File: config.mk
export PLATFORM = sky130hd
export DESIGN_NAME = htt_ctrl
export DESIGN_NICKNAME = d
export VERILOG_FILES = /design/src/rtl/htt_pkg.sv /design/src/rtl/htt_ctrl.sv
export SDC_FILE = /design/constraint.sdc
export NUM_CORES = 1
export LEC_CHECK = 0
export BUFFER_PORTS_ARGS = -buffer_cell sky130_fd_sc_hd__buf_2
export CAP_MARGIN = 20
export CORE_MARGIN = 3
export CORE_UTILIZATION = 50
export DETAILED_ROUTE_END_ITERATION = 7
export PLACE_DENSITY = 0.78
export SLEW_MARGIN = 15
export SYNTH_ARGS = -nofsm -noshare
export SYNTH_HDL_FRONTEND = slang
export SYNTH_SLANG_ARGS = --single-unit
File: constraint.sdc
create_clock -name clk -period 1.8 [get_ports clk]
set_clock_uncertainty 0.1 [all_clocks]
set_input_delay 0.36 -clock clk [delete_from_list [all_inputs] [get_ports clk]]
set_output_delay 0.36 -clock clk [all_outputs]
set_load 0.05 [all_outputs]
File: src/rtl/htt_pkg.sv
`timescale 1ns / 1ps
package htt_pkg;

	localparam int POOL_DEPTH  = 1024;
	localparam int FRAME_DEPTH = 256;
	localparam int MAP_DEPTH   = 2048;
	localparam int KIND_COUNT  = 4;
	localparam int KIND_SHIFT  = 28;

	localparam int TOKEN_W  = 32;
	localparam int KCODE_W  = TOKEN_W - KIND_SHIFT;
	localparam int VALUE_W  = 64;
	localparam int COUNT_W  = 11;
	localparam int MARK_W   = 9;

	localparam int IDX_W    = $clog2(POOL_DEPTH);
	localparam int CNT_W    = $clog2(POOL_DEPTH) + 1;
	localparam int KSEL_W   = $clog2(KIND_COUNT);
	localparam int SLOT_AW  = KSEL_W + IDX_W;
	localparam int SLOT_W   = VALUE_W + 1;
	localparam int FRAME_AW = $clog2(FRAME_DEPTH);
	localparam int FDEP_W   = FRAME_AW + 1;
	localparam int MAP_AW   = $clog2(MAP_DEPTH);
	localparam int MAP_W    = VALUE_W + IDX_W;
	localparam int PAD_W    = KIND_SHIFT - IDX_W;

	// hash: only the low bits of the product reach the table index
	localparam logic [VALUE_W-1:0] HASH_MULT = 64'hff51afd7ed558ccd;
	localparam int HASH_SH = 33;
	localparam int ACC_W   = HASH_SH + MAP_AW;
	localparam int LO_W    = ACC_W / 2;
	localparam int HI_W    = ACC_W - LO_W;
	localparam logic [HI_W-1:0] HASH_C_LO = HI_W'(HASH_MULT[LO_W-1:0]);
	localparam logic [HI_W-1:0] HASH_C_HI = HASH_MULT[ACC_W-1:LO_W];

	localparam logic [2:0] OP_NEW_REF    = 3'd0;
	localparam logic [2:0] OP_RESOLVE    = 3'd1;
	localparam logic [2:0] OP_DELETE     = 3'd2;
	localparam logic [2:0] OP_INTERN     = 3'd3;
	localparam logic [2:0] OP_ID_DESC    = 3'd4;
	localparam logic [2:0] OP_FRAME_MARK = 3'd5;
	localparam logic [2:0] OP_FRAME_POP  = 3'd6;
	localparam logic [2:0] OP_LIVE_COUNT = 3'd7;

	localparam logic [KCODE_W-1:0] KIND_LOCAL = 4'd1;
	localparam logic [KCODE_W-1:0] KIND_WEAK  = 4'd3;
	localparam logic [KCODE_W-1:0] KIND_ID    = 4'd4;

	localparam logic [4:0] UOP_NOP        = 5'd0;
	localparam logic [4:0] UOP_LOAD       = 5'd1;
	localparam logic [4:0] UOP_CLEAR      = 5'd2;
	localparam logic [4:0] UOP_HASH1      = 5'd3;
	localparam logic [4:0] UOP_HASH2      = 5'd4;
	localparam logic [4:0] UOP_HASH3      = 5'd5;
	localparam logic [4:0] UOP_PROBE_RD   = 5'd6;
	localparam logic [4:0] UOP_PROBE_STEP = 5'd7;
	localparam logic [4:0] UOP_MAP_HIT    = 5'd8;
	localparam logic [4:0] UOP_FREE_RD    = 5'd9;
	localparam logic [4:0] UOP_TAKE       = 5'd10;
	localparam logic [4:0] UOP_TOK_RD     = 5'd11;
	localparam logic [4:0] UOP_TOK_USE    = 5'd12;
	localparam logic [4:0] UOP_POP_RD     = 5'd13;
	localparam logic [4:0] UOP_POP_CHK    = 5'd14;
	localparam logic [4:0] UOP_POP_USE    = 5'd15;
	localparam logic [4:0] UOP_DONE       = 5'd16;

	typedef struct packed {
		logic [2:0]         opcode;
		logic [3:0]         ref_kind;
		logic [VALUE_W-1:0] ref_value;
		logic [VALUE_W-1:0] descriptor;
		logic [TOKEN_W-1:0] token_in;
		logic [MARK_W-1:0]  pop_mark;
	} req_t;

	typedef struct packed {
		logic [TOKEN_W-1:0] token_out;
		logic [VALUE_W-1:0] value_out;
		logic               deleted;
		logic [COUNT_W-1:0] count_out;
	} rsp_t;

	typedef struct packed {
		logic [4:0] uop;
	} cmd_t;

	typedef struct packed {
		logic [2:0] op;
		logic       new_ok;
		logic       intern_ok;
		logic       tok_ok;
		logic       can_free;
		logic       can_fresh;
		logic       map_empty;
		logic       map_match;
		logic       pop_more;
		logic       clr_last;
	} stat_t;

endpackage

File: src/rtl/htt_ctrl.sv
`timescale 1ns / 1ps
module htt_ctrl (
	input  logic          clk,
	input  logic          arst_n,
	input  logic          start,
	input  htt_pkg::stat_t stat,
	output htt_pkg::cmd_t  cmd,
	output logic          busy
);
	import htt_pkg::*;

	localparam logic [3:0] S_CLEAR  = 4'd0;
	localparam logic [3:0] S_IDLE   = 4'd1;
	localparam logic [3:0] S_DISP   = 4'd2;
	localparam logic [3:0] S_H2     = 4'd3;
	localparam logic [3:0] S_H3     = 4'd4;
	localparam logic [3:0] S_PRD    = 4'd5;
	localparam logic [3:0] S_PCHK   = 4'd6;
	localparam logic [3:0] S_TAKE   = 4'd7;
	localparam logic [3:0] S_TOKUSE = 4'd8;
	localparam logic [3:0] S_POP    = 4'd9;
	localparam logic [3:0] S_PWAIT  = 4'd10;
	localparam logic [3:0] S_PUSE   = 4'd11;
	localparam logic [3:0] S_DONE   = 4'd12;

	logic [3:0] state_q, state_d;
	logic [4:0] uop;

	always_comb begin
		state_d = state_q;
		uop     = UOP_NOP;
		case (state_q)
			S_CLEAR: begin
				uop = UOP_CLEAR;
				if (stat.clr_last) state_d = S_IDLE;
			end
			S_IDLE: begin
				if (start) begin
					uop     = UOP_LOAD;
					state_d = S_DISP;
				end
			end
			S_DISP: begin
				state_d = S_DONE;
				case (stat.op)
					OP_NEW_REF: begin
						if (stat.new_ok && stat.can_free) begin
							uop     = UOP_FREE_RD;
							state_d = S_TAKE;
						end else if (stat.new_ok && stat.can_fresh) begin
							state_d = S_TAKE;
						end
					end
					OP_RESOLVE, OP_DELETE, OP_ID_DESC: begin
						if (stat.tok_ok) begin
							uop     = UOP_TOK_RD;
							state_d = S_TOKUSE;
						end
					end
					OP_INTERN: begin
						if (stat.intern_ok) begin
							uop     = UOP_HASH1;
							state_d = S_H2;
						end
					end
					OP_FRAME_POP: state_d = S_POP;
					default: state_d = S_DONE;
				endcase
			end
			S_H2: begin
				uop     = UOP_HASH2;
				state_d = S_H3;
			end
			S_H3: begin
				uop     = UOP_HASH3;
				state_d = S_PRD;
			end
			S_PRD: begin
				uop     = UOP_PROBE_RD;
				state_d = S_PCHK;
			end
			S_PCHK: begin
				if (stat.map_match) begin
					uop     = UOP_MAP_HIT;
					state_d = S_DONE;
				end else if (stat.map_empty) begin
					if (stat.can_free) begin
						uop     = UOP_FREE_RD;
						state_d = S_TAKE;
					end else if (stat.can_fresh) begin
						state_d = S_TAKE;
					end else begin
						state_d = S_DONE;
					end
				end else begin
					uop = UOP_PROBE_STEP;
				end
			end
			S_TAKE: begin
				uop     = UOP_TAKE;
				state_d = S_DONE;
			end
			S_TOKUSE: begin
				uop     = UOP_TOK_USE;
				state_d = S_DONE;
			end
			S_POP: begin
				if (stat.pop_more) begin
					uop     = UOP_POP_RD;
					state_d = S_PWAIT;
				end else begin
					state_d = S_DONE;
				end
			end
			S_PWAIT: begin
				uop     = UOP_POP_CHK;
				state_d = S_PUSE;
			end
			S_PUSE: begin
				uop     = UOP_POP_USE;
				state_d = S_POP;
			end
			S_DONE: begin
				uop     = UOP_DONE;
				state_d = S_IDLE;
			end
			default: state_d = S_IDLE;
		endcase
	end

	always_ff @(posedge clk or negedge arst_n) begin
		if (!arst_n) begin
			state_q <= S_CLEAR;
		end else begin
			state_q <= state_d;
		end
	end

	assign cmd.uop = uop;
	assign busy    = (state_q != S_IDLE);

endmodule

==> results.tsv, run 1 <==
metric	value	unit
synthesis.area	691	µm²
clock_sinks	4	
yosysWarnings	0	
syn-num-nets	108	
ys_async_sr_fraction	1.00	
die_y	43.2	µm
die_w	43.2	µm
status	stopped before the end	
cts_root_buffer	clkbuf_4	
io_pins	21	
netlist_instances	93	
yosys_register_bits	4	
place_hpwl	1880	µm
rows	12	
clockBufferDepth	2	
lastStage	5_1_grt	
synth-seq-area-share	0.145	
gp_congestion	0.907	
synth_flop_cell	dfrtp_1	
worst-ep-kind	primary output	
yosysUniqueCellTypes	37	
worst_endpoint	cmd[3]	
syn_avg_cell_area	7.43	µm²
placed_cell_area	0.00101	mm²
grt_max_degree	19	
synth_edf_count	0	
cts_buffers	3	
initial_core_util	0.575	
io_buffers	20	
error_line	[ERROR DPL-0038] Utilization greater than 100%, impossible to legalize	
htree_levels	1	
## repair_timing
item                       in CTS
cloned                          0
buffers inserted                0
pin swaps                       2
hold endpoints to repair        4
setup endpoints to repair       6
gates resized for setup        19
hold buffers                    1
## per-stage QoR
step                setup WS (ns)  setup TNS (ns)  instances
CTS                        -0.302           -1.24        153
floorplan                  -0.459           -1.23         93
global placement          -0.0920          -0.298        149
detailed placement         -0.205          -0.501        149
## Yosys cell counts (2+ instances only)
master / count / share of area
clkbuf_1: 4 / 0.022
o21ai_0: 7 / 0.051
nor2b_1: 5 / 0.045
nor2_1: 9 / 0.049
or2_2: 3 / 0.027
a221oi_1: 2 / 0.025
nor4_1: 3 / 0.027
dfrtp_1: 4 / 0.14
buf_2: 2 / 0.014
buf_6: 2 / 0.033
nand3b_1: 2 / 0.022
nand2_1: 4 / 0.022
a211o_1: 2 / 0.025
mux2i_1: 3 / 0.043
inv_1: 3 / 0.016
o31ai_1: 2 / 0.022
nand2b_1: 7 / 0.063
a22oi_1: 2 / 0.022
nor3_1: 3 / 0.022
a21oi_1: 7 / 0.051
## kinds of logic after synthesis
logic type	Yosys count	synth area share
xor gates and xnor gates	1	0.0127
AOI/OAI and AO/OA	32	0.346
and+or+nand+nor	41	0.348
buffers and inverters	12	0.105
DFF	4	0.145
muxes	3	0.0435
==> run 2, diff against run 1 <==
CORE_AREA = 3 3 64 66   (was default)
CORE_MARGIN = default   (was 3)
CORE_UTILIZATION = default   (was 50)
DIE_AREA = 0 0 67 69   (was default)
PLACE_DENSITY = default   (was 0.78)
PLACE_DENSITY_LB_ADDON = 0.15   (was default)
==> results.tsv, run 2 <==
metric	value	unit
setup_viol	5	
design_area	0.00122	mm²
max_slew_margin	0.767	
finalCoreUtilization	0.335	
die_y	69	µm
io_buffers	20	
cts_root_buffer	clkbuf_8	
drive_gt1_frac	0.521	
clock_latency	0.22	ns
worst-setup-path-type	flop to output port	
die_area	0.00462	mm²
drc_errors	0	
path_clk_slew	0.03	ns
htree_levels	1	
grt_max_degree	19	
drt_iter0_markers	34	
max_stage_delay	0.54	ns
multi_input_area	583	µm²
pwr_density_cell	1550	mW/mm²
synth-seq-area-share	0.145	
synth_commonest_cells	nor2_1, a21oi_1, nand2b_1, o21ai_0, nor2b_1	
finalCriticalPeriod	2.10	ns
diodes	0	
antenna_found_initial	0	
grt_usage	0.108	
setup_ws	-0.300	ns
cp.arrival	1.64	ns
vias	874	
initial_core_util	0.190	
gp_congestion	0.870	
yosysWarnings	0	
layout_common_cells	buf_4, buf_2, nor2_1, buf_6	
max_freq	476	MHz
clockBufferDepth	2	
tightest_slew	0.346	ns
period_share	1.17	
reg2reg_depth	6	
reg2reg_to	state_q[0]	
cp_num_cells	4	
cp.buffers_inverters	2	
worstSetupStartpoint	state_q[3]	
slowest_stage	or4b_4	
regMostFlops	state_q	
crit_chain	buf_6 -> or4b_4 -> o211ai_1 -> buf_4	
reg2reg_slack	0.05	ns
hold_path.class	input port to async pin	
final-instance-count-excl-fill	190	
critPathCapture	cmd[3]	
cts_buffers	3	
cp_max_fo	3	
failed_checks	negative setup slack	
irDropWorstVdd	0.589	mV
final_nets	159	
cts_tree	done	
syn_avg_cell_area	7.43	µm²
yosysMostFrequentCell	nor2_1	
yosys.area.top_type	dfrtp_1	
leakagePower	0.000545	µW
die_w	67	µm
grt_pass1_wl	3960	µm
yosys_register_bits	4	
cp-start-kind	flop	
critPathTopFamily	simple AND/OR/NAND/NOR gates	
core_region_area	0.00363	mm²
place_hpwl	1960	µm
post_drt_via_cell_ratio	4.60	
reg2reg_from	state_q[3]	
io_pins	21	
netlist_instances	93	
synth_flop_cell	dfrtp_1	
layout_commonest_cell	buf_4	
rsz0062_at_grt	yes	
first_global_vias	884	
seq_area	100	µm²
status	finished with violations	
clock_sinks	4	
synth_area_leaders	dfrtp_1, nand2b_1, a21oi_1	
required	1.34	ns
synthesis.area	691	µm²
yosysTopAreaCellShare	0.145	
hold_violations	0	
syn-num-nets	108	
num-fill-cells	422	
drv_cap	0	
drt_first_pass_iters	4	
ys_async_sr_fraction	1.00	
drv_slew	0	
placed_cell_area	0.00106	mm²
wl	2360	µm
tns	-1.21	ns
reg_top3	state_q: 4 flops	
ant_nets	0	
crit_path_end_kind	output port	
synth_edf_count	0	
syn2layout_area_growth	76.3	%
rows	22	
grt.overflow.total	0	
largest_register_ffs	4	
wl_per_cell	12.4	µm
pre_cts_slack	-0.164	ns
dpl.cell_count	185	
yosysUniqueCellTypes	37	
## run 2: area by class of cell
cell class,count,share of cell area
inverters,3,0.00925
multi-input cells,77,0.479
clock buffers,3,0.0339
well taps,48,0.0493
flip-flops and latches,4,0.0822
repair buffers,55,0.346
## run 2: logic make-up (layout without fill, tap and decap cells)
logic type | count (synthesis) | count (layout) | synth area share
compound gates | 32 | 32 | 0.346
xor+xnor | 1 | 1 | 0.0127
simple gates | 41 | 41 | 0.348
flops | 4 | 4 | 0.145
mux | 3 | 3 | 0.0435
buf+inv | 12 | 61 | 0.105
## run 2: power breakdown
group          total [µW]  switching [µW]  internal, µW  leakage, µW
sequential            156            25.1           131    0.0000492
combinational        1540             835           703     0.000474
clock                 187            44.5           142    0.0000216
total                1880             904           977     0.000545
## run 2: worst min-delay path by stage
stage	start	to	slack, ns
finish	arst_n	state_q[2]	0.38
global placement	arst_n	state_q[0]	0.07
global route	arst_n	state_q[2]	0.40
floorplan	arst_n	state_q[0]	-0.04
detailed placement	arst_n	state_q[2]	0.07
CTS	arst_n	state_q[2]	0.37
## run 2: routing by layer
metal / global-route usage / wire length, µm
met1: 0.152 / 1130
met2: 0.164 / 1080
met3: 0.0195 / 122
met4: 0.0338 / 30
met5: 0 / 0
## run 2: worst reg2reg max path: cells and delay by family (launching register included)
kind            cells  cell delay [ns]
flops               1             0.37
simple gates        1             0.54
buf+inv             2             0.28
compound gates      3             0.37
## run 2: through the flow
step | total power (µW) | hold WS (ns)
floorplan | 1030 | -0.0356
global placement | 1480 | 0.0651
detailed placement | 1470 | 0.0694
CTS | 1850 | 0.374
global route | 2010 | 0.397
finish | 1880 | 0.380
## run 2: timing repair
item / CTS / global route
hold buffers: 1 / 0
resized for setup: 22 / 7
endpoints found under the hold margin: 4 / 0
endpoints found under the setup margin: 6 / 8
buffers inserted: 0 / 1
gates cloned: 0 / 0
pin swaps: 1 / 2
No activity file was read; power rests on OpenSTA's default activity.
==> run 3, diff against run 2 <==
==> constraint.sdc (replaced) <==
create_clock -name clk -period 1.8 [get_ports clk]
set_clock_uncertainty 0.1 [all_clocks]
set_input_delay 0.18 -clock clk [delete_from_list [all_inputs] [get_ports clk]]
set_output_delay 0.18 -clock clk [all_outputs]
set_load 0.05 [all_outputs]
==> results.tsv, run 3 (synthesis results as in run 2) <==
metric	value	unit
status	finished with violations	
failed_checks	negative setup slack	
grt.overflow.total	0	
cp_max_fo	3	
finalCoreUtilization	0.322	
power	1910	µW
reg2reg_slack	-0.08	ns
io_pins	21	
required	1.52	ns
core_region_area	0.00363	mm²
grt_pass1_wl	3840	µm
rsz0062_at_grt	yes	
die_area	0.00462	mm²
crit_path_end_kind	output port	
initial_core_util	0.190	
cp-start-kind	flop	
hold_path.class	input port to async pin	
setup_ws	-0.189	ns
reg2reg_from	state_q[3]	
grt_usage	0.104	
antenna_found_initial	0	
layout_commonest_cell	buf_4	
rows	22	
gp_congestion	0.729	
clock_latency	0.22	ns
drc_errors	0	
wl_per_cell	13.0	µm
reg2reg_depth	7	
setup_viol	5	
die_w	67	µm
hold_violations	0	
regMostFlops	state_q	
cts_buffers	3	
syn2layout_area_growth	69.4	%
reg2reg_to	state_q[0]	
cp.arrival	1.71	ns
first_global_vias	799	
num-fill-cells	417	
place_hpwl	1760	µm
diodes	0	
drive_gt1_frac	0.500	
final-instance-count-excl-fill	178	
vias	836	
ant_nets	0	
clock_sinks	4	
largest_register_ffs	4	
max_freq	503	MHz
reg_top3	state_q: 4 flops	
finalCriticalPeriod	1.99	ns
final_nets	147	
pwr_density_cell	1640	mW/mm²
drv_cap	0	
dpl.cell_count	166	
path_clk_slew	0.03	ns
drt_first_pass_iters	4	
max_slew_margin	0.752	
io_buffers	20	
cts_root_buffer	clkbuf_8	
grt_max_degree	19	
tns	-0.584	ns
post_drt_via_cell_ratio	4.70	
wl	2320	µm
worst-setup-path-type	flop to output port	
leakagePower	0.000499	µW
layout_common_cells	buf_4, buf_2, nor2_1, buf_6, nand2b_1	
cts_tree	done	
drt_iter0_markers	27	
htree_levels	1	
drv_slew	0	
die_y	69	µm
irDropWorstVdd	0.659	mV
period_share	1.10	
tightest_slew	0.372	ns
clockBufferDepth	2	
## run 3: cell type report
class | instances | area, µm² | area share
clock buffers | 3 | 41.3 | 0.0353
inverters | 3 | 11.3 | 0.00963
multi-input cells | 77 | 616 | 0.526
flip-flops and latches | 4 | 100 | 0.0856
well taps | 48 | 60.1 | 0.0513
repair buffers | 43 | 342 | 0.292
## run 3: metal layers
layer  up-vias  GRT usage  share of wire
met5         -          0              0
met4         0     0.0203         0.0060
met3         2     0.0293          0.047
met2        25      0.152           0.45
met1       383      0.150           0.50
li1        426          -              -
## run 3: how the worst max path moves through the flow
stage                    start     end  slack [ns]
global route        state_q[3]  cmd[3]       -0.24
global placement    state_q[0]  cmd[1]       -0.07
CTS                 state_q[0]  cmd[3]       -0.19
detailed placement  state_q[3]  cmd[3]       -0.04
floorplan           state_q[0]  cmd[3]       -0.28
finish              state_q[3]  cmd[3]       -0.19
## run 3: stage by stage
step                      setup WS [ns]  cell area (µm²)  hold slack, ns
after floorplan                  -0.279              704          -0.216
after global placement          -0.0680              921          -0.113
after detailed placement        -0.0416              921          -0.112
after CTS                        -0.194             1110           0.192
after global routing             -0.235             1170           0.225
final                            -0.189             1170           0.199
## run 3: what timing repair did
action,4_1_cts,5_1_grt
endpoints found under the hold margin,4,0
pin swaps,8,7
hold buffers,1,0
setup endpoints to repair,5,7
resized for setup,27,6
setup buffers,4,4
## run 3: critical path, stage by stage, from the launching register on
cell	delay (ns)
dfrtp_1	0.37
buf_6	0.12
or4b_4	0.55
o211ai_1	0.21
buf_4	0.23
## run 3: where the power goes
group	switching, µW	internal [µW]	leakage (µW)
Sequential	28.2	131	0.0000492
Combinational	867	704	0.000429
Clock	42.1	142	0.0000216
